--- src/slpw_mul.sv ---
// Two-stage multiplier that splits each operand at bit 32 into four partial products.
`default_nettype none
module slpw_mul #(
  parameter int AW = 37,
  parameter int BW = 37
) (
  input  wire logic             clk,
  input  wire logic             en,
  input  wire logic [AW-1:0]    a,
  input  wire logic [BW-1:0]    b,
  output logic      [AW+BW-1:0] p
);
  localparam int LO = 32;
  localparam int AH = AW - LO;
  localparam int BH = BW - LO;
  localparam int PW = AW + BW;

  logic [2*LO-1:0]  ll_r;
  logic [LO+BH-1:0] lh_r;
  logic [AH+LO-1:0] hl_r;
  logic [AH+BH-1:0] hh_r;
  logic [PW-1:0]    p_r;
  logic [PW-1:0]    p_nxt;

  // First stage: the four partial products.
  always_ff @(posedge clk) begin
    if (en) begin
      ll_r <= a[LO-1:0] * b[LO-1:0];
      lh_r <= a[LO-1:0] * b[BW-1:LO];
      hl_r <= a[AW-1:LO] * b[LO-1:0];
      hh_r <= a[AW-1:LO] * b[BW-1:LO];
    end
  end

  // Second stage: align and add them.
  always_comb begin
    p_nxt = PW'(ll_r) + (PW'(lh_r) << LO) + (PW'(hl_r) << LO) + (PW'(hh_r) << (2 * LO));
  end

  always_ff @(posedge clk) begin
    if (en) begin
      p_r <= p_nxt;
    end
  end

  assign p = p_r;
endmodule
`default_nettype wire

--- config.mk ---
export PLATFORM = sky130hd
export DESIGN_NAME = slpw_mul
export DESIGN_NICKNAME = d
export VERILOG_FILES = /design/src/slpw_mul.sv
export SDC_FILE = /design/constraint.sdc
export NUM_CORES = 2
export LEC_CHECK = 0
export ABC_AREA = 1
export BUFFER_PORTS_ARGS = -buffer_cell sky130_fd_sc_hd__buf_4
export CAP_MARGIN = 20
export CORE_UTILIZATION = 30
export DETAILED_ROUTE_END_ITERATION = 8
export PLACE_DENSITY = 0.52
export SETUP_SLACK_MARGIN = 0.1
export SLEW_MARGIN = 20
export SYNTH_ARGS = -nofsm -noshare
export SYNTH_HDL_FRONTEND = slang
export SYNTH_SLANG_ARGS = --single-unit
--- constraint.sdc ---
create_clock -name clk -period 10.2 [get_ports clk]
set_clock_uncertainty 0.15 [all_clocks]
set_input_delay 1.02 -clock clk [delete_from_list [all_inputs] [get_ports clk]]
set_output_delay 1.02 -clock clk [all_outputs]
set_load 0.02 [all_outputs]
**Word level (Yosys, flattened, before mapping)**

Cells that the tools add are included.

- Register bits: 222
- Output and inout port bits: 74
- Logic and storage cells: 12

- Multipliers: 4
- Add/sub/neg operators: 3

Operators by type and width:

| operator | count |
|---|---|
| adder 71 x 74 -> 74 bit | 1 |
| adder 70 x 69 -> 71 bit | 1 |
| adder 64 x 69 -> 70 bit | 1 |
| multiplier 32 x 32 -> 64 bit | 1 |
| multiplier 32 x 5 -> 37 bit | 1 |
| multiplier 5 x 32 -> 37 bit | 1 |
| multiplier 5 x 5 -> 10 bit | 1 |

**Depth between registers and ports, before layout**

- Depth in word-level cells: 3
- Mapped depth: 31

**Worst setup path after synthesis**

OpenSTA, ideal clock, no wires.

- Path type: in2reg
- Start point: input b[5]
- End point: register ll_r[60], data pin
- Path slack: 2.830 ns
- Stages on the path: 27
- Library setup time: 0.252 ns
- Buffers on the path: 2
- Arrival: 6.967 ns
- Cells stage by stage: clkbuf_1 > buf_1 > nand2_1 > fa_1 > inv_1 > fa_1 > fa_1 > inv_1 > fa_1 > inv_1 > fa_1 > fa_1 > fa_1 > inv_1 > fa_1 > inv_1 > ha_1 > nand2_2 > inv_1 > a21oi_1 > nand2_1 > nand2_1 > nand2_1 > a21oi_1 > nand2_1 > nand2_1 > nand2_1

- Word-level cells in the longest chain between the ends: 1

Ends and longest elaborated chain:

| what | RTL line | text |
|---|---|---|
| start, declared | 10 | `input wire logic [BW-1:0] b,` |
| multiplier 32 x 32 -> 64 bit | 28 | `ll_r <= a[LO-1:0] * b[LO-1:0];` |
| end signal, assigned | 28 |  |
| end, declared | 18 | `logic [2*LO-1:0] ll_r;` |

Every way passes these cells.
A chain may end at the register's enable or synchronous reset.

**Worst setup path in the final report**

- Start point: input a[16]
- End point: register ll_r[40], data pin

- Word-level cells in the longest chain between the ends: 1

Ends and longest elaborated chain:

| what | RTL line | text |
|---|---|---|
| start, declared | 9 | `input wire logic [AW-1:0] a,` |
| multiplier 32 x 32 -> 64 bit | 28 |  |

Every way passes these cells.

==> impl_results.md <==
* CTS sink cnt at about 220
* Fin Setup TNS at 0 ns
* Post-Synthesis Cells at approximately 7500
* Routed Antenna Nets at 0
* Die Y at approximately 440 um
* Total wire length at about 190000 um
* Antenna violations before repair at 17
* Startpoint types: input port
* Req. time, crit path at about 10 ns
* Die area at 0.193 mm2
* Slew Limit Fails at 0
* Fin nets at between 9000 and 10000
* Post-CTS sizing at 0
* Crit path buf inv count at 4
* Area Growth Syn to Fin at 6.88%
* Worst path most repeated cell: fa_1
* Unrepaired setup endpoints after global routing: false
* Core area at 0.190 mm2
* Wirelength per Cell at roughly 19 um
* Final period util at 74.0%
* CTS tree: built
* DIE WIDTH at 440 um
* Yosys warning count at 0
* Max incr delay on CP at 0.57 ns
* Vias/cell at 4.56
* Netlist Area Pre-Place at ~0.057 mm2
* Primary FF master, synth: edfxtp_1
* Routed vias at between 40000 and 50000
* Total CTS buffers at 23
* F_max at 133 MHz
* Number of DRC markers in iteration 0 at roughly 3200
* Status: complete, no violations
* Global-route wire length before repair at around 290000 um
* Mapped Nets at between 9000 and 10000
* Post-synthesis sequential area ratio at a little under an eighth
* Multi-input gate area at about 0.041 mm2
* GRT overflow at 0
* Reg area at 0.00667 mm2
* Max_cap viols at 0
* WS Path Type: in2reg
* Longest Clk Path Bufs at 3
* Crit path arrival time at roughly 7.7 ns
* Fraction of layout cells with a size suffix above 1 at about 3.4%
* Fin. Hold Viols at 0
* CTS Hold Bufs at 0
* Delay-heaviest family, CP: adder cells
* Async S/R FF share, synth at 0%
* Worst-Skew Late Latency at about 0.57 ns
* Stages on worst setup path at 23
* Row count at 160
* Number of flops mapped to enable cells by yosys at 222
* Initial Util at around 30%
* Largest net degree at the start of global routing at 159
* Number of remaining DRC errors at 0
* GRT Util Overall at 19.6%
* Final setup vio count at 0
* Slew headroom at around a third
* Critical-path top delay cell: fa_1
* Vias in the first global route at ~49000
* Worst min path class: reg2reg
* Post-synthesis register bit count at ~220
* CP Max Fanout at 37
* Post-CTS Setup Repair Bufs at 0
* H-tree level count at 1
* Worst hold stages at 0
* Min cycle time layout at 7.54 ns
* Endpoint class of the critical path: flop
* GPL Wtd Cong at around 0.9
* I/O Pins at 150
* Final HPWL DP at between 100000 and 150000 um
* Worst r2r src: ll_r[32]$_DFFE_PP_
* PortBufs at between 100 and 150
* Tightest Pin Transition at 1.00 ns
* Distinct cell type count after synthesis at 34
* Hold Startpoint: ll_r[24]$_DFFE_PP_
* Register clock-pin slew on the reported worst setup and hold paths at 0.06 ns
* Root Buffer: clkbuf_16
* Critical path, cell by cell: buf_4, nand2_1, inv_1, fa_1, fa_1, fa_1, inv_1, fa_1, inv_1, fa_1, fa_1, fa_1, fa_1, ha_1, nand2_1, nor2_1, nand2_1, nor2_1, nand2_1, nand3_2, nand3_1, nand3_1, nand2_1
* TritonRoute pass-1 iters at 5
* Fillcell total at just over 20000
* Final Core Density at about a third
* R2R cell count at 16
* Worst Setup SP: a[16]
* Avg Inst Size Synth at between 7 and 8 um2
[path summary, 6_finish.rpt]
| check | to | slack (ns) |
|---|---|---|
| max | ll_r[40]$_DFFE_PP_ | 2.66 |
| min | p[24]$_DFFE_PP_ | 0.26 |
| max reg2reg | p[63]$_DFFE_PP_ | 6.86 |
| min reg2reg | p[24]$_DFFE_PP_ | 0.26 |
[cells by family after synthesis]
group | after synthesis | synth area share [%]
flip-flops | 222 | 11.6
AO/OA/AOI/OAI | 311 | 2.88
adder cells (fa/ha/maj) | 1531 | 48.0
XOR/XNOR | 103 | 1.57
buffers and inverters | 2499 | 16.3
AND/OR/NAND/NOR | 2854 | 19.6
[layout by cell type (no fill, tap or decap), types with 5 or more instances in the layout]
cell,count
nand3_2,10
nor3_2,6
edfxtp_1,222
buf_4,148
o21a_1,18
o21bai_1,12
ha_1,408
nor2_2,18
nand3_1,142
o21ai_0,77
fa_1,1123
nand2_2,13
diode_2,6
nand4_1,23
a21oi_1,190
inv_1,2189
inv_2,14
xnor2_1,14
nand2_1,2374
xor2_1,89
clkbuf_16,23
nor3_1,27
nor2_1,226
a21o_1,5
[Yosys cell counts, types with 3 or more instances]
cell | n | area (um2)
edfxtp_1 | 222 | 6670
nor3_1 | 27 | 135
ha_1 | 408 | 5100
nand2_2 | 13 | 81.3
nand2_1 | 2374 | 8910
nor2_1 | 226 | 848
nand3_1 | 142 | 711
nand3_2 | 10 | 100
a21oi_1 | 190 | 951
clkbuf_1 | 151 | 567
a21o_1 | 5 | 37.5
buf_1 | 145 | 544
xor2_1 | 89 | 780
a31oi_1 | 3 | 18.8
nor2_2 | 18 | 113
fa_1 | 1123 | 22500
xnor2_1 | 14 | 123
nand4_1 | 23 | 144
inv_2 | 14 | 52.6
o21ai_0 | 77 | 385
o21bai_1 | 12 | 90.1
o21ai_1 | 3 | 15.0
nor3_2 | 6 | 60.1
o21a_1 | 18 | 135
nor2_4 | 4 | 45.0
nand3b_1 | 4 | 30.0
inv_1 | 2189 | 8220
[final cells by class]
class / instances / share of cell area (%)
Clock buffer: 25 / 0.950
Tap cell: 2511 / 5.12
Multi-Input combinational cell: 4799 / 67.4
Antenna cell: 6 / 0.0245
Clock inverter: 14 / 0.287
Sequential cell: 222 / 10.9
Inverter: 2203 / 13.5
Timing Repair Buffer: 150 / 1.87
[flip-flops by register name (all words and copies together) (netlist names)]
| name | cells |
|---|---|
| hh_r | 10 |
| p | 74 |
| ll_r | 64 |
| lh_r | 37 |
| hl_r | 37 |
[worst register-to-register path, delay by kind of cell (launching register included)]
| kind | cells | cell delay [ns] |
|---|---|---|
| AND/OR/NAND/NOR | 9 | 1.03 |
| flip-flops | 1 | 0.50 |
| adder cells (fa/ha/maj) | 3 | 1.04 |
| buffers and inverters | 4 | 0.35 |
[through the flow]
stage | setup WS (ns) | cells | hold WS (ns) | instance area [um2]
final | 2.66 | 9930 | 0.264 | 61400
after global placement | 2.12 | 9885 | 0.253 | 60600
after global routing | 2.38 | 9927 | 0.275 | 61400
after floorplan | 2.83 | 7520 | 0.250 | 57400
after detailed placement | 2.13 | 9885 | 0.255 | 60600
after CTS | 2.75 | 9924 | 0.268 | 61400
[layer usage]
metal / global-route usage [%] / share of wire (%)
met2: 32.0 / 45
met5: 0 / 0.029
met1: 28.0 / 47
met4: 3.66 / 1.7
met3: 2.39 / 6.4
Power is left out: the tool's default activity adds up to more than one toggle a clock period on the data nets, which glitch-free logic cannot reach.
