[src/slpw_pkg.sv]
// Shared widths, codes and item types for the spherical lens pixel warp unit.
`default_nettype none
package slpw_pkg;

  // Fraction bits of the internal normalised coordinates.
  localparam int FRAC_BITS = 24;

  // Internal widths for the fraction format above.
  localparam int NRMW = 36;  // normalised pixel, unsigned
  localparam int NW   = 38;  // signed offset-corrected coordinate
  localparam int AXW  = 37;  // magnitude of that coordinate
  localparam int R2W  = 51;  // radius squared
  localparam int KW   = 32;  // distortion coefficient
  localparam int QW   = 49;  // reciprocal quotient and divisor
  localparam int SW   = 37;  // square-root scale
  localparam int RMW  = 39;  // square-root partial remainder
  localparam int TW   = 52;  // shifted-back coordinate
  localparam int OW   = 24;  // output pixel coordinate

  // Configuration register indexes.
  localparam logic [2:0] REG_IMAGE_WIDTH   = 3'd0;
  localparam logic [2:0] REG_INVERSE_WIDTH = 3'd1;
  localparam logic [2:0] REG_X_OFFSET      = 3'd2;
  localparam logic [2:0] REG_Y_OFFSET      = 3'd3;
  localparam logic [2:0] REG_DIST_COEFF    = 3'd4;

  // Command codes.
  localparam logic CMD_DISTORT   = 1'b0;
  localparam logic CMD_UNDISTORT = 1'b1;

  // Coordinate data ahead of the denominator stage.
  typedef struct packed {
    logic           cmd;
    logic           sx;
    logic           sy;
    logic [AXW-1:0] ax;
    logic [AXW-1:0] ay;
  } pre_t;

  // Data that travels beside the reciprocal and square-root cells.
  typedef struct packed {
    logic           sx;
    logic           sy;
    logic           zs;   // scale forced to zero
    logic           inv;  // undistort with non-positive denominator
    logic [AXW-1:0] ax;
    logic [AXW-1:0] ay;
  } side_t;

  // One result word.
  typedef struct packed {
    logic          inv;
    logic [OW-1:0] y;
    logic [OW-1:0] x;
  } res_t;

endpackage
`default_nettype wire

[src/slpw_div_cell.sv]
// One restoring-division cell of the reciprocal chain: one quotient bit.
`default_nettype none
module slpw_div_cell #(
  parameter int QB = 0
) (
  input  wire logic                       clk,
  input  wire logic                       en,
  input  wire logic [slpw_pkg::QW-1:0]    rem_i,
  input  wire logic [slpw_pkg::QW-1:0]    q_i,
  input  wire logic [slpw_pkg::QW-1:0]    d_i,
  input  wire slpw_pkg::side_t            side_i,
  output logic      [slpw_pkg::QW-1:0]    rem_o,
  output logic      [slpw_pkg::QW-1:0]    q_o,
  output logic      [slpw_pkg::QW-1:0]    d_o,
  output slpw_pkg::side_t                 side_o
);
  import slpw_pkg::*;

  // The dividend is a single one at the top quotient bit.
  localparam logic LEAD = (QB == QW - 1) ? 1'b1 : 1'b0;

  logic [QW:0]   sh;
  logic [QW:0]   diff;
  logic          ge;
  logic [QW-1:0] rem_nxt;
  logic [QW-1:0] q_nxt;
  logic [QW-1:0] rem_r;
  logic [QW-1:0] q_r;
  logic [QW-1:0] d_r;
  side_t         side_r;

  // Trial subtraction of the divisor from the shifted remainder.
  always_comb begin
    sh      = {rem_i, LEAD};
    diff    = sh - {1'b0, d_i};
    ge      = (sh >= {1'b0, d_i});
    rem_nxt = ge ? diff[QW-1:0] : sh[QW-1:0];
    q_nxt   = q_i;
    q_nxt[QB] = ge;
  end

  always_ff @(posedge clk) begin
    if (en) begin
      rem_r  <= rem_nxt;
      q_r    <= q_nxt;
      d_r    <= d_i;
      side_r <= side_i;
    end
  end

  assign rem_o  = rem_r;
  assign q_o    = q_r;
  assign d_o    = d_r;
  assign side_o = side_r;
endmodule
`default_nettype wire

[config.mk]
export PLATFORM = sky130hd
export DESIGN_NAME = slpw_div_cell
export DESIGN_NICKNAME = d
export VERILOG_FILES = /design/src/slpw_pkg.sv /design/src/slpw_div_cell.sv
export SDC_FILE = /design/constraint.sdc
export NUM_CORES = 1
export LEC_CHECK = 0
export ABC_AREA = 1
export ABC_CLOCK_PERIOD_IN_PS = 3200
export BUFFER_PORTS_ARGS = -buffer_cell sky130_fd_sc_hd__buf_2
export CORE_AREA = 2 2 177 179
export CTS_CLUSTER_DIAMETER = 30
export CTS_CLUSTER_SIZE = 40
export DETAILED_ROUTE_END_ITERATION = 7
export DIE_AREA = 0 0 179 181
export PLACE_DENSITY = 0.71
export SYNTH_ARGS = -nofsm -noshare
export SYNTH_HDL_FRONTEND = slang
export SYNTH_SLANG_ARGS = --single-unit
[constraint.sdc]
create_clock -name clk -period 3.2 [get_ports clk]
set_input_delay 0.32 -clock clk [delete_from_list [all_inputs] [get_ports clk]]
set_output_delay 0.32 -clock clk [all_outputs]
set_load 0.005 [all_outputs]
# Word level (Yosys, flattened, before mapping)
# Cells that the tools add are included.
[word_totals]
regBits = 225
output_inout_bits = 225
word_cells = 13
[op_classes]
n_addsub = 1
order_cmp = 1
n_mux = 1
[op_table]
columns = ["cell", "count"]
rows = [
  ["$ge A50 B49 Y1", 1],
  ["$mux W49", 1],
  ["$sub A49 B49 Y49", 1],
]

# Longest topological paths before layout
# Gate-level depths: netlist (run 1).
[depth]
ltp_word = 2
depth_mapped = 16
ltp_nobuf = 16

# Least setup slack after synthesis (run 1)
# OpenSTA, ideal clock, no wires.
[synth_path]
path_type = "input to register"
start = "in d_i[31] (netlist name)"
end = "reg rem_r[28] (netlist: rem_o[28]) (data pin)"
arrival_ps = 1782
setup_slack_ps = 1165
path_stages = 13
path_buffers = 2
cell_sequence = "inv_1 ha_1 nand2_1 nor2_2 inv_2 nor2_4 nand2_2 nor3_2 nand3_2 buf_4 buf_6 nand4_1 nand2_1"
[synth_via]
elab_chain_cells = 2
[synth_rtl]
columns = ["element", "line_no", "rtl"]
rows = [
  ["start, declared", "slpw_div_cell.sv:10", "input wire logic [slpw_pkg::QW-1:0] d_i,"],
  ["$ge A50 B49 Y1", "slpw_div_cell.sv:36", "ge = (sh >= {1'b0, d_i});"],
  ["$mux W49", "slpw_div_cell.sv:37", "rem_nxt = ge ? diff[QW-1:0] : sh[QW-1:0];"],
  ["named net rem_nxt[28]", "slpw_div_cell.sv:25", "logic [QW-1:0] rem_nxt;"],
  ["end signal, assigned", "slpw_div_cell.sv:44", "rem_r <= rem_nxt;"],
  ["end, declared", "slpw_div_cell.sv:27", "logic [QW-1:0] rem_r;"],
]
# The timed path passes the listed nets, and every way through them passes these cells.
# A chain may end at the register's enable or synchronous reset.

# Worst setup path in the final report (run 1)
[layout_path]
start = "in d_i[24] (netlist name)"
end = "reg rem_r[46] (netlist: rem_o[46]) (data pin)"
[layout_via]
elab_chain_cells = 2
word_cells_on_any_way = 3
[layout_rtl]
columns = ["element", "line_no"]
rows = [
  ["$sub A49 B49 Y49 or $ge A50 B49 Y1 (tied branches)", "slpw_div_cell.sv:35, slpw_div_cell.sv:36"],
  ["$mux W49 (*)", "slpw_div_cell.sv:37"],
  ["named net rem_nxt[46]", "slpw_div_cell.sv:25"],
]
# The timed path passes the listed nets; every way through them passes the cells marked *.

==> impl_metrics.json, run 1 <==
{
  "hp-start": "side_i[58]",
  "vias": 11700,
  "overflow": 0,
  "fp.dieW_um": 179,
  "htreeDepth": 2,
  "route.detailed.drc": 0,
  "cts_root_buf": "clkbuf_16",
  "firstDrtPassIters": 7,
  "period_share_pct": 83.0,
  "nets": 2341,
  "track_usage_pct": 25.5,
  "path_class": "input pin to flip-flop",
  "io_pins": 452,
  "grt_max_degree": 80,
  "maxCapViolCount": 0,
  "dp_hpwl_um": 31000,
  "cp_top_family": "buffers and inverters",
  "grt_pass1_vias": 11900,
  "synth_seq_cells": 225,
  "finish.instance_area_um2": 18200,
  "setup_slack_ps": 543,
  "p_int_mw": 7.57,
  "crit_arrival_ps": 3060,
  "power_switching_mw": 2.76,
  "tightest_slew_ps": 609,
  "row_count": 64,
  "maxSlewViolCount": 0,
  "core_area_um2": 30300,
  "antenna_found_initial": 7,
  "place.gp.congestion": 0.932,
  "slew_headroom_pct": 59.4,
  "initial_utilization_pct": 40.1,
  "cts_inserted_buffers": 48,
  "hp-class": "input pin to flip-flop",
  "share_comb_of_total_power_pct": 16.7,
  "numPortBuffers": 450,
  "grt_pass1_wl_um": 63200,
  "path_common_cell": "nand2_1",
  "num-fill-cells": 2600,
  "seqPwrFrac_pct": 35.5,
  "rsz0062_at_grt": "false",
  "final_layout_size_suffix_gt1_share_pct": 26.4,
  "multi_input_area_um2": 4170,
  "worst-endpoint-required_ps": 3600,
  "cts_sinks": 225,
  "max_stage_delay_ps": 560,
  "fp.dieArea_um2": 32400,
  "status": "finished clean",
  "ant_nets": 0,
  "path_buf_inv": 6,
  "synth.area.top_cells": "edfxtp_1 (56%), nand2_1 (17%), inv_1 (9.0%)",
  "dr.first_iter.drc_count": 720,
  "startpoint": "d_i[24]",
  "fmax_mhz": 376,
  "post-place-ws_ps": 607,
  "clockPowerShare_pct": 47.8,
  "power.density_nw_per_um2": 566,
  "clkTransAtPathRegs_ps": 50,
  "p_leak_nw": 9.35,
  "synth.top_cell.area_share_pct": 55.6,
  "avgSynthCellArea_um2": 8.67,
  "syn_nets": 1680,
  "netlist_instances": 1403,
  "postPlaceCellArea_um2": 14900,
  "worstHoldPathCells": 1,
  "ys_seq_area_share_pct": 55.6,
  "ys_warn_count": 0,
  "synth_area_um2": 12200,
  "syn_to_final_growth_pct": 49.9,
  "die_h_um": 181,
  "cp_max_fo": 42,
  "via_per_inst": 4.65,
  "slowest_stage": "dlygate4sd3_1",
  "hold_violations": 0,
  "setup_viol": 0,
  "start_kind": "input pin",
  "final_util_pct": 60.1,
  "cp_cell_sequence": "dlygate4sd3_1 -> buf_2 -> inv_1 -> ha_1 -> nand2_1 -> inv_1 -> nand2_1 -> nand2_1 -> inv_1 -> nand2_1 -> nand2_1 -> nand2_1 -> a21oi_4 -> buf_4 -> nand4_1 -> nand2_1",
  "hold_end": "side_o[58]$_DFFE_PP_",
  "register_area_um2": 6760,
  "tns_ps": 0,
  "cts_buffer_depth": 3,
  "wl_per_cell_um": 16.9,
  "max-vdd-ir-drop_uv": 565,
  "synth.distinct_cells": 30,
  "post-route-min-period_ps": 2660,
  "p_sw_share_pct": 26.7,
  "critPathCaptureType": "flip-flop",
  "cts_tree": "done",
  "drt-total-wl_um": 42300,
  "cts-resized-gates": 0,
  "yosys.area.top_type": "edfxtp_1"
}
## registers in the layout, indices dropped and copies added, names as in the netlist
name	count
d_o	49
q_o	49
rem_o	49
side_o	78
## cells in the mapped netlist
master and count:
a211oi_1 1, a21oi_1 26, a21oi_2 1, and2_1 5
buf_2 1, buf_4 9, buf_6 4, clkbuf_1 6
edfxtp_1 225, fa_1 1, ha_1 49, inv_1 290
inv_2 3, nand2_1 539, nand2_2 3, nand3_1 43
nand3_2 4, nand3b_1 1, nand4_1 60, nor2_1 90
nor2_2 2, nor2_4 1, nor3_1 4, nor3_2 2
nor4_1 2, o21bai_1 3, or2_0 1, or2_2 2
xnor2_1 1, xor2_1 24
## worst max path at each step
stage | endpoint | cells after the start
after detailed placement | rem_o[47]$_DFFE_PP_ | 11
after global routing | rem_o[46]$_DFFE_PP_ | 16
after global placement | rem_o[30]$_DFFE_PP_ | 11
after CTS | rem_o[46]$_DFFE_PP_ | 16
after floorplan | rem_o[28]$_DFFE_PP_ | 13
final | rem_o[46]$_DFFE_PP_ | 16
## routing by layer
layer  vias to the layer above  track usage (%)  routed length (µm)
li1                       5773                -                   -
met1                      5328             29.7               16700
met2                       461             43.8               20500
met3                        98             7.11                3620
met4                         2             10.2                1520
met5                         -                0                  17
## cell families after synthesis
group	share of synthesized area [%]
buffers and inverters	10.2
xor gates and xnor gates	1.80
AOI/OAI and AO/OA	1.39
DFF	55.6
adders and majority gates	5.21
and+or+nand+nor	25.9
## power groups by stage
stage               logic (mW)  registers [mW]  clock network [mW]
floorplan                0.728            3.75                   0
global placement          1.51            3.70                   0
detailed placement        1.53            3.71                   0
CTS                       1.71            3.66                4.98
global route              1.92            3.69                5.16
finish                    1.73            3.67                4.94
## cell usage in the layout, fill, tap and decap left out, drive strengths merged
cell           n
nand4         60
and2           5
nor3           6
nand3b         1
nand3         47
edfxtp       225
o21bai         3
dlygate4sd3  172
a21oi         27
diode          6
xnor2          1
a211oi         1
bufinv         6
clkinv        15
clkbuf        55
xor2          24
ha            49
nor2          93
buf          459
fa             1
inv          299
clkinvlp       8
or2            3
nand2        542
nor4           2
## metrics by stage
step	instances	power, mW	hold WS (ps)
after floorplan	1403	4.48	419
after global placement	2238	5.22	497
after detailed placement	2238	5.24	498
after CTS	2500	10.3	0.832
after global routing	2506	10.8	3.11
final	2506	10.3	9.51
## cell type report
class / instances / area share, %
Clock buffer: 55 / 6.73
Multi-Input combinational cell: 865 / 22.9
Tap cell: 396 / 2.72
Inverter: 293 / 6.03
Timing Repair Buffer: 631 / 22.4
Antenna cell: 6 / 0.0823
Sequential cell: 225 / 37.0
Clock inverter: 35 / 2.15
## timing repair
item / 4_1_cts / 5_1_grt
endpoints found under the setup margin: 0 / 0
hold endpoints to repair: 172 / 0
setup buffers: 0 / 0
hold buffers: 172 / 0
Power figures use the tool's default switching activity.
==> run 2: changes to the inputs <==
--- a/config.mk
+++ b/config.mk
@@ -6,14 +6,14 @@
 export NUM_CORES = 1
 export LEC_CHECK = 0
 export ABC_AREA = 1
-export ABC_CLOCK_PERIOD_IN_PS = 3200
+export ABC_CLOCK_PERIOD_IN_PS = 2200
 export BUFFER_PORTS_ARGS = -buffer_cell sky130_fd_sc_hd__buf_2
-export CORE_AREA = 2 2 177 179
+export CORE_AREA = 2 2 178 180
 export CTS_CLUSTER_DIAMETER = 30
 export CTS_CLUSTER_SIZE = 40
 export DETAILED_ROUTE_END_ITERATION = 7
-export DIE_AREA = 0 0 179 181
-export PLACE_DENSITY = 0.71
+export DIE_AREA = 0 0 180 182
+export PLACE_DENSITY = 0.73
 export SYNTH_ARGS = -nofsm -noshare
 export SYNTH_HDL_FRONTEND = slang
 export SYNTH_SLANG_ARGS = --single-unit
==> constraint.sdc (replaced) <==
create_clock -name clk -period 2.2 [get_ports clk]
set_input_delay 0.22 -clock clk [delete_from_list [all_inputs] [get_ports clk]]
set_output_delay 0.22 -clock clk [all_outputs]
set_load 0.005 [all_outputs]
==> run 2 against run 1 <==
Compared with the run above: sequential share of layout area down 1.6 points; die area up 1.1%; cell count up 4.6%; via count up 4.3%.
==> impl_metrics.json, run 2 (synthesis gave the netlist of run 1 again) <==
{
  "status": "finished clean",
  "io_pins": 452,
  "largest_reg_flops": 78,
  "wl_per_cell_um": 16.9,
  "p_leak_nw": 9.89,
  "cts_root_buf": "clkbuf_16",
  "period_share_pct": 96.2,
  "slew_headroom_pct": 74.6,
  "post-route-min-period_ps": 2120,
  "post-place-ws_ps": -140,
  "path_class": "input pin to flip-flop",
  "final_layout_size_suffix_gt1_share_pct": 30.5,
  "grt_max_degree": 60,
  "multi_input_area_um2": 4200,
  "crit_arrival_ps": 2400,
  "fp.dieW_um": 180,
  "fin_hold_ws_ps": 21.6,
  "seqPwrFrac_pct": 37.2,
  "p_sw_share_pct": 27.2,
  "vias": 12200,
  "row_count": 65,
  "cts_sinks": 225,
  "maxSlewViolCount": 0,
  "nets": 2465,
  "initial_utilization_pct": 39.2,
  "power.density_nw_per_um2": 754,
  "dr.first_iter.drc_count": 682,
  "clockPowerShare_pct": 43.2,
  "die_h_um": 182,
  "start_kind": "input pin",
  "tightest_slew_ps": 380,
  "track_usage_pct": 26.4,
  "hp-class": "input pin to flip-flop",
  "cts_buffer_depth": 3,
  "cts_tree": "done",
  "drt-total-wl_um": 44400,
  "num-fill-cells": 2573,
  "grt_pass1_vias": 12200,
  "cts_inserted_buffers": 41,
  "setup_slack_ps": 84.4,
  "dp_hpwl_um": 32500,
  "htreeDepth": 2,
  "share_comb_of_total_power_pct": 19.6,
  "core_area_um2": 31000,
  "fp.dieArea_um2": 32800,
  "tns_ps": 0,
  "numPortBuffers": 450,
  "firstDrtPassIters": 6,
  "place.gp.congestion": 0.922,
  "antenna_found_initial": 4,
  "postCtsSetupBuffers": 0,
  "worst-endpoint-required_ps": 2480,
  "critPathCaptureType": "flip-flop",
  "power_switching_mw": 3.90,
  "most-common-layout-cells": "nand2_1 (538), buf_2 (449), inv_1 (290)",
  "maxCapViolCount": 0,
  "max-vdd-ir-drop_uv": 660,
  "ant_nets": 0,
  "cp_max_fo": 21,
  "fmax_mhz": 473,
  "route.detailed.drc": 0,
  "setup_viol": 0,
  "hold_violations": 0,
  "register_area_um2": 6760,
  "p_int_mw": 10.5,
  "syn_to_final_growth_pct": 56.6,
  "overflow": 0,
  "final_common_cell": "nand2_1",
  "grt_pass1_wl_um": 67300,
  "clkTransAtPathRegs_ps": 60,
  "via_per_inst": 4.64
}
## run 2: power groups by stage
| stage | combinational, mW | clock, mW | sequential (mW) |
|---|---|---|---|
| after floorplan | 1.06 | 0 | 5.46 |
| after global placement | 2.47 | 0 | 5.39 |
| after detailed placement | 2.51 | 0 | 5.40 |
| after CTS | 2.77 | 6.23 | 5.33 |
| after global routing | 3.10 | 6.48 | 5.37 |
| final | 2.81 | 6.20 | 5.34 |
## run 2: timing repair
item / in CTS / in global routing
endpoints found under the setup margin: 0 / 48
hold buffers: 174 / 0
hold endpoints to repair: 174 / 0
resized for setup: 0 / 15
## run 2: layer usage
metal  vias up  track usage [%]  share of wire, %
li1       6033                -                 -
met2       471             47.0                50
met4         4             7.09               2.1
met5         -                0             0.072
met1      5575             32.9                41
met3        79             4.99               6.5
## run 2: per-stage QoR
stage	cell area (µm²)	power, mW	utilization, %	instances
finish	19000	14.4	61.5	2621
global placement	15900	7.86	51.2	2373
floorplan	12200	6.52	-	1403
CTS	19000	14.3	61.3	2620
detailed placement	15900	7.91	51.2	2373
global route	19000	15.0	61.5	2621
## run 2: final cells by class
| class | count | area share (%) |
|---|---|---|
| Antenna cell | 1 | 0.0131 |
| Clock buffer | 44 | 5.45 |
| Clock inverter | 29 | 1.69 |
| Inverter | 293 | 5.78 |
| Multi-Input combinational cell | 865 | 22.0 |
| Sequential cell | 225 | 35.5 |
| Tap cell | 402 | 2.64 |
| Timing Repair Buffer | 762 | 26.9 |
## run 2: critical path, cell delays in order
cell and delay (ps):
dlygate4sd3_1 520, buf_2 110, inv_1 40, ha_1 300
a211oi_1 330, nand3_2 150, a21oi_4 200, nand3_4 140
buf_12 180, nand2_1 110, nand2_1 60
## run 2: final timing paths
| path | startpoint | end | slack (ps) | cells past startpoint |
|---|---|---|---|---|
| worst min-delay path | rem_i[8] | rem_o[9]$_DFFE_PP_ | 20 | 3 |
| worst max-delay path | d_i[48] | rem_o[30]$_DFFE_PP_ | 80 | 11 |
