===== src/slpw_pkg.sv =====
// Shared widths, codes and item types for the spherical lens pixel warp unit.
`default_nettype none
package slpw_pkg;

  // Fraction bits of the internal normalised coordinates.
  localparam int FRAC_BITS = 24;

  // Internal widths for the fraction format above.
  localparam int NRMW = 36;  // normalised pixel, unsigned
  localparam int NW   = 38;  // signed offset-corrected coordinate
  localparam int AXW  = 37;  // magnitude of that coordinate
  localparam int R2W  = 51;  // radius squared
  localparam int KW   = 32;  // distortion coefficient
  localparam int QW   = 49;  // reciprocal quotient and divisor
  localparam int SW   = 37;  // square-root scale
  localparam int RMW  = 39;  // square-root partial remainder
  localparam int TW   = 52;  // shifted-back coordinate
  localparam int OW   = 24;  // output pixel coordinate

  // Configuration register indexes.
  localparam logic [2:0] REG_IMAGE_WIDTH   = 3'd0;
  localparam logic [2:0] REG_INVERSE_WIDTH = 3'd1;
  localparam logic [2:0] REG_X_OFFSET      = 3'd2;
  localparam logic [2:0] REG_Y_OFFSET      = 3'd3;
  localparam logic [2:0] REG_DIST_COEFF    = 3'd4;

  // Command codes.
  localparam logic CMD_DISTORT   = 1'b0;
  localparam logic CMD_UNDISTORT = 1'b1;

  // Coordinate data ahead of the denominator stage.
  typedef struct packed {
    logic           cmd;
    logic           sx;
    logic           sy;
    logic [AXW-1:0] ax;
    logic [AXW-1:0] ay;
  } pre_t;

  // Data that travels beside the reciprocal and square-root cells.
  typedef struct packed {
    logic           sx;
    logic           sy;
    logic           zs;   // scale forced to zero
    logic           inv;  // undistort with non-positive denominator
    logic [AXW-1:0] ax;
    logic [AXW-1:0] ay;
  } side_t;

  // One result word.
  typedef struct packed {
    logic          inv;
    logic [OW-1:0] y;
    logic [OW-1:0] x;
  } res_t;

endpackage
`default_nettype wire


===== src/slpw_sqrt_cell.sv =====
// One digit-by-digit square-root cell: one root bit from two radicand bits.
`default_nettype none
module slpw_sqrt_cell #(
  parameter int J = 0
) (
  input  wire logic                       clk,
  input  wire logic                       en,
  input  wire logic [slpw_pkg::QW-1:0]    q_i,
  input  wire logic [slpw_pkg::RMW-1:0]   rem_i,
  input  wire logic [slpw_pkg::SW-1:0]    root_i,
  input  wire slpw_pkg::side_t            side_i,
  output logic      [slpw_pkg::QW-1:0]    q_o,
  output logic      [slpw_pkg::RMW-1:0]   rem_o,
  output logic      [slpw_pkg::SW-1:0]    root_o,
  output slpw_pkg::side_t                 side_o
);
  import slpw_pkg::*;

  localparam int XW = 2 * SW;

  logic [XW-1:0]    x;
  logic [RMW+1:0]   sh;
  logic [RMW+1:0]   trial;
  logic [RMW+1:0]   diff;
  logic             ge;
  logic [RMW-1:0]   rem_nxt;
  logic [SW-1:0]    root_nxt;
  logic [QW-1:0]    q_r;
  logic [RMW-1:0]   rem_r;
  logic [SW-1:0]    root_r;
  side_t            side_r;

  // The radicand is the quotient moved up by the fraction bits.
  always_comb begin
    x        = XW'({q_i, {FRAC_BITS{1'b0}}});
    sh       = {rem_i, x[2*J+1 -: 2]};
    trial    = (RMW + 2)'({root_i, 2'b01});
    diff     = sh - trial;
    ge       = (sh >= trial);
    rem_nxt  = ge ? diff[RMW-1:0] : sh[RMW-1:0];
    root_nxt = {root_i[SW-2:0], ge};
  end

  always_ff @(posedge clk) begin
    if (en) begin
      q_r    <= q_i;
      rem_r  <= rem_nxt;
      root_r <= root_nxt;
      side_r <= side_i;
    end
  end

  assign q_o    = q_r;
  assign rem_o  = rem_r;
  assign root_o = root_r;
  assign side_o = side_r;
endmodule
`default_nettype wire


===== config.mk =====
export PLATFORM = sky130hd
export DESIGN_NAME = slpw_sqrt_cell
export DESIGN_NICKNAME = d
export VERILOG_FILES = /design/src/slpw_pkg.sv /design/src/slpw_sqrt_cell.sv
export SDC_FILE = /design/constraint.sdc
export NUM_CORES = 1
export LEC_CHECK = 0
export BUFFER_PORTS_ARGS = -buffer_cell sky130_fd_sc_hd__buf_2
export CAP_MARGIN = 0
export CORE_MARGIN = 2
export CORE_UTILIZATION = 27
export DETAILED_ROUTE_END_ITERATION = 6
export PLACE_DENSITY = 0.55
export SYNTH_ARGS = -nofsm -noshare
export SYNTH_HDL_FRONTEND = slang
export SYNTH_SLANG_ARGS = --single-unit

===== constraint.sdc =====
create_clock -name clk -period 4.75 [get_ports clk]
set_clock_uncertainty 0.05 [all_clocks]
set_input_delay 0.2375 -clock clk [delete_from_list [all_inputs] [get_ports clk]]
set_output_delay 0.2375 -clock clk [all_outputs]
set_load 0.01 [all_outputs]

## Word level (Yosys, flattened, before mapping)

Index checks and enable logic that the tools add are counted.
W data, S select, Z words.

| storage, ports and cells | value |
|---|---|
| flip-flop bits (word level) | 203 |
| bits in latches | 0 |
| bits in writable memories | 0 |
| bits in read-only memories | 0 |
| input port bits | 205 |
| word-level logic and storage cells | 13 |
| memories | 0 |

| cells by class | value |
|---|---|
| add/subtract/negate cells | 1 |
| $mul | 0 |
| div/mod/pow operators | 0 |
| order comparisons | 1 |
| eq/ne operators | 0 |
| shift operators | 0 |
| muxes and demuxes | 1 |
| bitwise gates (word level) | 0 |
| reductions and logical operators | 0 |

Operators with widths:

| kind | count |
|---|---|
| $ge A41 B39 Y1 | 1 |
| $mux W39 | 1 |
| $sub A39 B39 Y39 | 1 |

## Depth between registers and ports, before layout

Gate-level depths: netlist of run 1.

| logic depth | value |
|---|---|
| word-level depth | 2 |
| mapped depth | 13 |

## Worst setup path after synthesis of run 1

Ideal clock, no wire load.

| timing path | value |
|---|---|
| path kind | in2reg |
| start | input root_i[4] in the netlist's numbering |
| end | register rem_r[10], in the netlist rem_o[10] (data pin) |
| library setup time | 262 ps |
| arrival | 2582 ps |
| required time | 4438 ps |
| slack | 1856 ps |
| cell stages on the path | 11 |
| buffers on the path | 1 |
| path through | inv_1 ha_1 o211ai_1 o211ai_2 a41oi_2 a221o_1 a41oi_2 a21oi_2 o21bai_4 buf_6 mux2_1 |

| between the ends | value |
|---|---|
| cells in the longest elaborated chain, start to end | 2 |
| elaborated cells between the ends (all ways) | 3 |
| those cells by class | 1 x add/sub; 1 x order compare; 1 x mux |

RTL lines:

| item | RTL line | text |
|---|---|---|
| from (decl) | slpw_sqrt_cell.sv:10 | `input wire logic [slpw_pkg::SW-1:0] root_i,` |
| $sub A39 B39 Y39 / $ge A41 B39 Y1 (equally long branches) | slpw_sqrt_cell.sv:38, slpw_sqrt_cell.sv:39 |  |
| $mux W39 (*) | slpw_sqrt_cell.sv:40 | `rem_nxt = ge ? diff[RMW-1:0] : sh[RMW-1:0];` |
| via rem_nxt[10] | slpw_sqrt_cell.sv:26 | `logic [RMW-1:0] rem_nxt;` |
| to (signal assigned) | slpw_sqrt_cell.sv:47 | `rem_r <= rem_nxt;` |
| to (decl) | slpw_sqrt_cell.sv:29 | `logic [RMW-1:0] rem_r;` |

The timed path passes the listed nets; every way through them passes the cells marked *.
A chain may end at the register's enable or synchronous reset.

## Worst setup path after layout of run 1

| timing path | value |
|---|---|
| start | input rem_i[2] in the netlist's numbering |
| end | register rem_r[11], in the netlist rem_o[11] (data pin) |

| between the ends | value |
|---|---|
| cells in the longest elaborated chain, start to end | 2 |
| elaborated cells between the ends (all ways) | 3 |
| those cells by class | 1 x add/sub; 1 x order compare; 1 x mux |

RTL lines:

| item | RTL line | text |
|---|---|---|
| from (decl) | slpw_sqrt_cell.sv:9 | `input wire logic [slpw_pkg::RMW-1:0] rem_i,` |
| $sub A39 B39 Y39 / $ge A41 B39 Y1 (equally long branches) | slpw_sqrt_cell.sv:38, slpw_sqrt_cell.sv:39 |  |
| $mux W39 (*) | slpw_sqrt_cell.sv:40 |  |
| via rem_nxt[11] | slpw_sqrt_cell.sv:26 |  |

Marks and branches as above.

==> results of run 1 <==
==> layer usage <==
layer  up-vias  GRT usage (%)  part of all wire [%]  wire, um
li1       3375              -                     -         -
met1      3296           18.0                    39     10600
met2       305           27.5                    48     13300
met3        56           5.40                   9.0      2460
met4         0           6.21                   4.1      1140
met5         -              0                     0         0
==> tightest hold or removal path: cells and delay by family <==
kind / cells / cell delay (ns)
buf+inv: 1 / 0.09
simple gates: 1 / 0.04
compound gates: 1 / 0.11
==> path summary, 6_finish.rpt <==
path / end / startpoint
max: rem_o[11] / rem_i[2]
min: rem_o[9] / rem_i[7]
==> metrics by stage <==
step                power [mW]  hold WS (ns)  cell area [sq um]  util (%)  worst slack (ns)
floorplan                 2.63         0.286               8510         -              1.86
global placement          3.00         0.364              11000      35.2              1.26
detailed placement        3.01         0.366              11000      35.2              1.20
CTS                       4.93       0.00149              13600      43.5              1.22
global route              5.09        0.0192              13600      43.5              1.00
finish                    4.87        0.0281              13600      43.5              1.21
==> timing repair <==
| item | 4_1_cts | 5_1_grt |
|---|---|---|
| buffers inserted | 0 | 0 |
| hold endpoints to repair | 185 | 0 |
| hold buffers | 185 | 0 |
==> flip-flops by register name (all words and copies together), names as in the netlist <==
register and flops:
root_o 37, side_o 78, rem_o 38, q_o 49
==> final cells by class <==
cell class / instances / area, sq um / area share (%)
Antenna cell: 4 / 10.0 / 0.0734
Clock buffer: 27 / 612 / 4.49
Clock inverter: 16 / 134 / 0.982
Inverter: 44 / 165 / 1.21
Multi-Input combinational cell: 313 / 2210 / 16.2
Sequential cell: 202 / 6070 / 44.5
Tap cell: 402 / 503 / 3.69
Timing Repair Buffer: 595 / 3930 / 28.9
==> power by group <==
part	internal, mW	switching (mW)	total (mW)
Clock	1.03	0.744	1.77
Sequential	2.17	0.0466	2.21
Combinational	0.420	0.462	0.882
==> cells by family (layout without fill, tap and decap cells) <==
kind of cell / count (synthesis) / after routing
AND/OR/NAND/NOR: 109 / 109
buffers and inverters: 54 / 682
other: 0 / 4
adder cells (fa/ha/maj): 38 / 38
AO/OA/AOI/OAI: 118 / 118
flip-flops: 202 / 202
multiplexers: 15 / 15
XOR/XNOR: 33 / 33
==> cell usage in the layout (no fill, tap or decap), types with 4 or more instances in the layout <==
master | netlist | routed
buf_2 | 0 | 406
edfxtp_1 | 202 | 202
dlygate4sd3_1 | 0 | 185
a21oi_1 | 49 | 49
inv_1 | 44 | 44
nor2_1 | 39 | 39
ha_1 | 37 | 37
nand2_1 | 31 | 31
clkbuf_16 | 0 | 24
xnor2_1 | 20 | 20
o21ai_0 | 16 | 16
mux2_1 | 14 | 14
a21o_1 | 13 | 13
xor2_1 | 13 | 13
clkinv_1 | 0 | 8
nand3_1 | 7 | 7
o21a_1 | 6 | 6
and3_1 | 6 | 6
nor3_1 | 6 | 6
nor2b_1 | 5 | 5
a31oi_1 | 5 | 5
diode_2 | 0 | 4
a211oi_1 | 4 | 4
nand2b_1 | 4 | 4
or3_1 | 4 | 4
clkinv_2 | 0 | 4
==> results.md, run 1 <==
- Seq cells post-synth: 202
- Final Hold Fails: 0
- Worst endpoint required time: 4.97 ns
- CTS Buf Count: 24
- Core Area: 31300 sq um
- Synth area leader: edfxtp_1
- Synthesized instance count: 569
- Rel. slew slack: 32.2%
- Distinct cells, synth: 46
- Rows: 65
- CTS Root Cell: clkbuf_16
- Largest net degree at the start of global routing: 115
- Total GRT Usage: 15.9%
- Via count: 7032
- Drt pass-1 iters: 4
- Peak supply drop: 0.275 mV
- Post-synth EDFFs: 202
- Commonest cells post-synth: edfxtp_1 (202), a21oi_1 (49), inv_1 (44)
- H-tree level count: 1
- DIE AREA: 33000 sq um
- Max-Cap Viols: 0
- TNS Setup: 0 ns
- Via density: 4.39
- Synth top area cells: edfxtp_1 (71%), ha_1 (5.4%), a21oi_1 (2.9%)
- Syn Std Cell Area: 8510 sq um
- Initial core utilization: 27.2%
- Final non-filler cell total: 1603
- Routed WL per cell: 17.1 um
- Drt total wl: 27.5 mm
- Die Wd: 182 um
- Synth top area share: 71.3%
- IO buf count: 407
- Status: finished clean
- Syn avg cell area: 15.0 sq um
- Total gr overflow: 0
- IO Count: 408
- Sequential area share after synthesis: 71.3%
- Synth Area in XOR/XNOR: 3.40%
- Leak Pwr: 5.92 nW
- Fin crit share: 74.6%
- CTS tree: built
- Startpoint Class: primary input
- Crit end category: register
- Power Dens Cells: 357 nW/um^2
- Max clock buf depth: 3
- Syn nets: 812
- RSZ-0062 raised after global routing: false
- Post-synthesis compound-gate area fraction: 9.10%
- Final Critical Period: 3.54 ns
- Detailed placement HPWL: 19.2 mm
- Mux contribution to synthesized area: 1.99%
- Reg clk slew, reported paths: 0.06 ns
- Area grow syn2layout: 60.2%
- Post-synthesis adder-cell area fraction: 5.68%
- Crit path cell chain: dlygate4sd3_1 > buf_2 > ha_1 > o211ai_1 > o211ai_2 > a41oi_2 > a221o_1 > a41oi_2 > a21oi_2 > o21bai_4 > buf_4 > mux2_1
- Die height: 182 um
- Fill cell count: 2913
- Most frequent cell after synthesis: edfxtp_1
- Largest family of logic cells by synthesized area: compound AO/OA/AOI/OAI gates
- Nets: 1423
- Max frequency: 282 MHz
- Yosys warning total: 0
- Worst hold path class: primary input to register
- DRC Markers: 0
- Post-Synth Simple-Gate Area: 5.78%
- Worst slew pin tran: 1.02 ns
- Most used cell, CP: a41oi_2
- Levels on crit path: 12
- Setup violators final: 0
- CP Max Fanout: 29
- Post-CTS Resized: 0
- Pins Over Slew Limit: 0
- Critical path class: primary input to register
- GP Congestion: 0.825
- Share of synthesized registers carrying an async set or reset: 0%
- Dpl cells: 1371
- Initial DRC Count: 350
- Worst hold stages: 3
- Critical Path Max Stage Delay: 0.54 ns
- Worst EP arrival: 3.76 ns
- First-pass GRT wire length: 40.8 mm
- CTS Sinks: 202
- CP top delay family: compound AO/OA/AOI/OAI gates
- Prevailing post-synth register cell: edfxtp_1
- CP bufs+invs: 3
- Vias in the first global route: 7214
- Layout cell share with drive strength beyond 1: 37.7%
- Final ANT Viol Nets: 0
- Initial antenna violation count: 3
- Critical Path Slowest Stage Cell: dlygate4sd3_1
Note: power is estimated with default switching activity, not from simulation.
==> run 2, diff against run 1 <==
- PLACE_DENSITY: 0.55 -> 0.57
- clock period: 4.75 -> 3.01 ns (I/O delays scaled with it)
==> run 2 against run 1 <==
  * Non-clock buffer count rose by 46
  * Combinational power increased by 70%
  * Sequential power grew 58%
  * Global-route usage increased by 0.77 points
  * Sequential share of layout area fell by 1.8 points
  * Clock power grew 69%
  * Critical path type unchanged
  * Largest cell class unchanged
==> results.md, run 2 (same netlist as run 1, synthesis figures left out) <==
- Multi-input logic area: 2260 sq um (+2.5%)
- Rows: 65 (unchanged)
- Rel. slew slack: 53.4% (+21 points)
- Core Area: 31300 sq um (unchanged)
- DIE AREA: 33000 sq um (unchanged)
- Final ANT Viol Nets: 0 (unchanged)
- Routed wl met3: 2.59 mm (+5.0%)
- Die height: 182 um (unchanged)
- Leak Pwr: 6.18 nW (+4.5%)
- Area grow syn2layout: 66.9%
- CP Max Fanout: 12 (-59%)
- Via density: 4.38 (-0.23%)
- IO buf count: 407 (unchanged)
- Max clock buf depth: 3 (unchanged)
- Fin crit share: 96.9%
- Final Critical Period: 2.92 ns
- Largest register FFs: 78 (unchanged)
- Drt pass-1 iters: 4 (unchanged)
- WL met1: 11.0 mm (+3.6%)
- Layout cell share with drive strength beyond 1: 40.0% (+2.3 points)
- Worst endpoint required time: 3.22 ns (-1.75 ns)
- IO Count: 408 (unchanged)
- TNS Setup: 0 ns (unchanged)
- Status: finished clean
- Peak supply drop: 0.407 mV (+48%)
- Final non-filler cell total: 1646 (+2.7%)
- Most frequent cells in the layout: buf_2 (406), edfxtp_1 (202), dlygate4sd3_1 (200), a21oi_1 (47), inv_1 (44)
- Initial DRC Count: 293 (-16%)
- Worst EP arrival: 3.13 ns (-0.63 ns)
- Detail Route met2 WL: 14.2 mm (+7.2%)
- H-tree level count: 1 (unchanged)
- Largest net degree at the start of global routing: 76 (-34%)
- Initial antenna violation count: 1 (-2)
- CTS Root Cell: clkbuf_16
- Dpl cells: 1397 (+1.9%)
- Vias in the first global route: 7558 (+4.8%)
- Max frequency: 343 MHz
- GP Congestion: 0.826 (+0.11%)
- First-pass GRT wire length: 42.6 mm (+4.4%)
- Nets: 1469 (+3.2%)
- Drt total wl: 28.5 mm (+3.7%)
- Critical path class: primary input to register
- Reg clk slew, reported paths: 0.06 ns (about the same)
- RSZ-0062 raised after global routing: true
- Total gr overflow: 0 (unchanged)
- Max Used Layer: met4
- DRC Markers: 0 (unchanged)
- Most common cell after layout, fill and taps aside: buf_2
- CTS Sinks: 202 (unchanged)
- Worst slew pin tran: 0.698 ns (-0.318 ns)
- Die Wd: 182 um (unchanged)
- Setup violators final: 0 (unchanged)
- Detailed placement HPWL: 19.8 mm (+3.0%)
- Routed WL per cell: 17.3 um (+1.0%)
- Fill cell count: 2854 (-2.0%)
- Worst hold path class: primary input to register
- Power Dens Cells: 562 nW/um^2 (+57%)
- CTS Buf Count: 24 (unchanged)
- Final Util: 45.3% (+1.8 points)
- Initial core utilization: 27.2% (unchanged)
- Pins Over Slew Limit: 0 (unchanged)
- Crit end category: register
- Via count: 7204 (+2.4%)
- Reg area: 6070 sq um (unchanged)
- CTS tree: built
- Min Hold Slack: 0.00802 ns (-0.0201 ns)
- Total GRT Usage: 16.6% (+0.77 points)
- Startpoint Class: primary input
- Max-Cap Viols: 0 (unchanged)
- Final Hold Fails: 0 (unchanged)
run 2: cell types whose count changed in the layout (fill, tap and decap cells not counted), sizes merged:
cell,before,now
buf,409,439
bufinv,2,3
clkbuf,28,30
clkinv,13,7
clkinvlp,1,3
diode,4,1
dlygate4sd3,185,200
inv,44,46
run 2: final timing paths:
check  slack [ns]   endpoint  cells after the start      from
max          0.09  rem_o[22]                     12  rem_i[7]
min         0.008   rem_o[2]                      3  rem_i[0]
run 2: area by class of cell:
class	count	share of cell area [%]
clock inverters	15	1.22
flip-flops and latches	202	42.7
diodes	1	0.0176
well taps	402	3.54
inverters	44	1.16
repair buffers	641	30.9
multi-input cells	313	15.9
clock buffers	28	4.49
run 2: power by group:
group	switching [mW]	total [mW]	internal [mW]
Clock	1.21	2.99	1.78
Sequential	0.0747	3.49	3.42
Combinational	0.764	1.50	0.732
run 2: layer usage:
layer / track usage, % / vias to the layer above
li1: - / 3455
met1: 18.9 / 3409
met2: 30.1 / 288
met3: 5.21 / 52
met4: 4.59 / 0
met5: 0 / -
run 2: repair_timing:
action	CTS	global route
resized for setup	0	16
hold buffers	199	1
endpoints found under the setup margin	0	35
setup buffers	0	4
hold endpoints to repair	200	1
run 2: stage by stage:
stage / area [sq um] / total power [mW] / setup slack [ns]
5_1_grt: 14200 / 8.36 / -0.0239
3_3_place_gp: 11300 / 4.78 / -0.0910
2_1_floorplan: 8510 / 4.14 / 0.203
3_5_place_dp: 11300 / 4.80 / -0.162
4_1_cts: 14100 / 8.05 / 0.0127
6_report: 14200 / 7.98 / 0.0946
run 2: worst max-delay path: stages:
cell           delay [ns]
dlygate4sd3_1        0.54
buf_2                0.13
ha_1                 0.29
buf_4                0.13
and3_4               0.19
a41oi_2              0.16
a221o_1              0.39
a41oi_2              0.30
a21oi_4              0.12
o21bai_4             0.20
buf_12               0.18
mux2_1               0.34
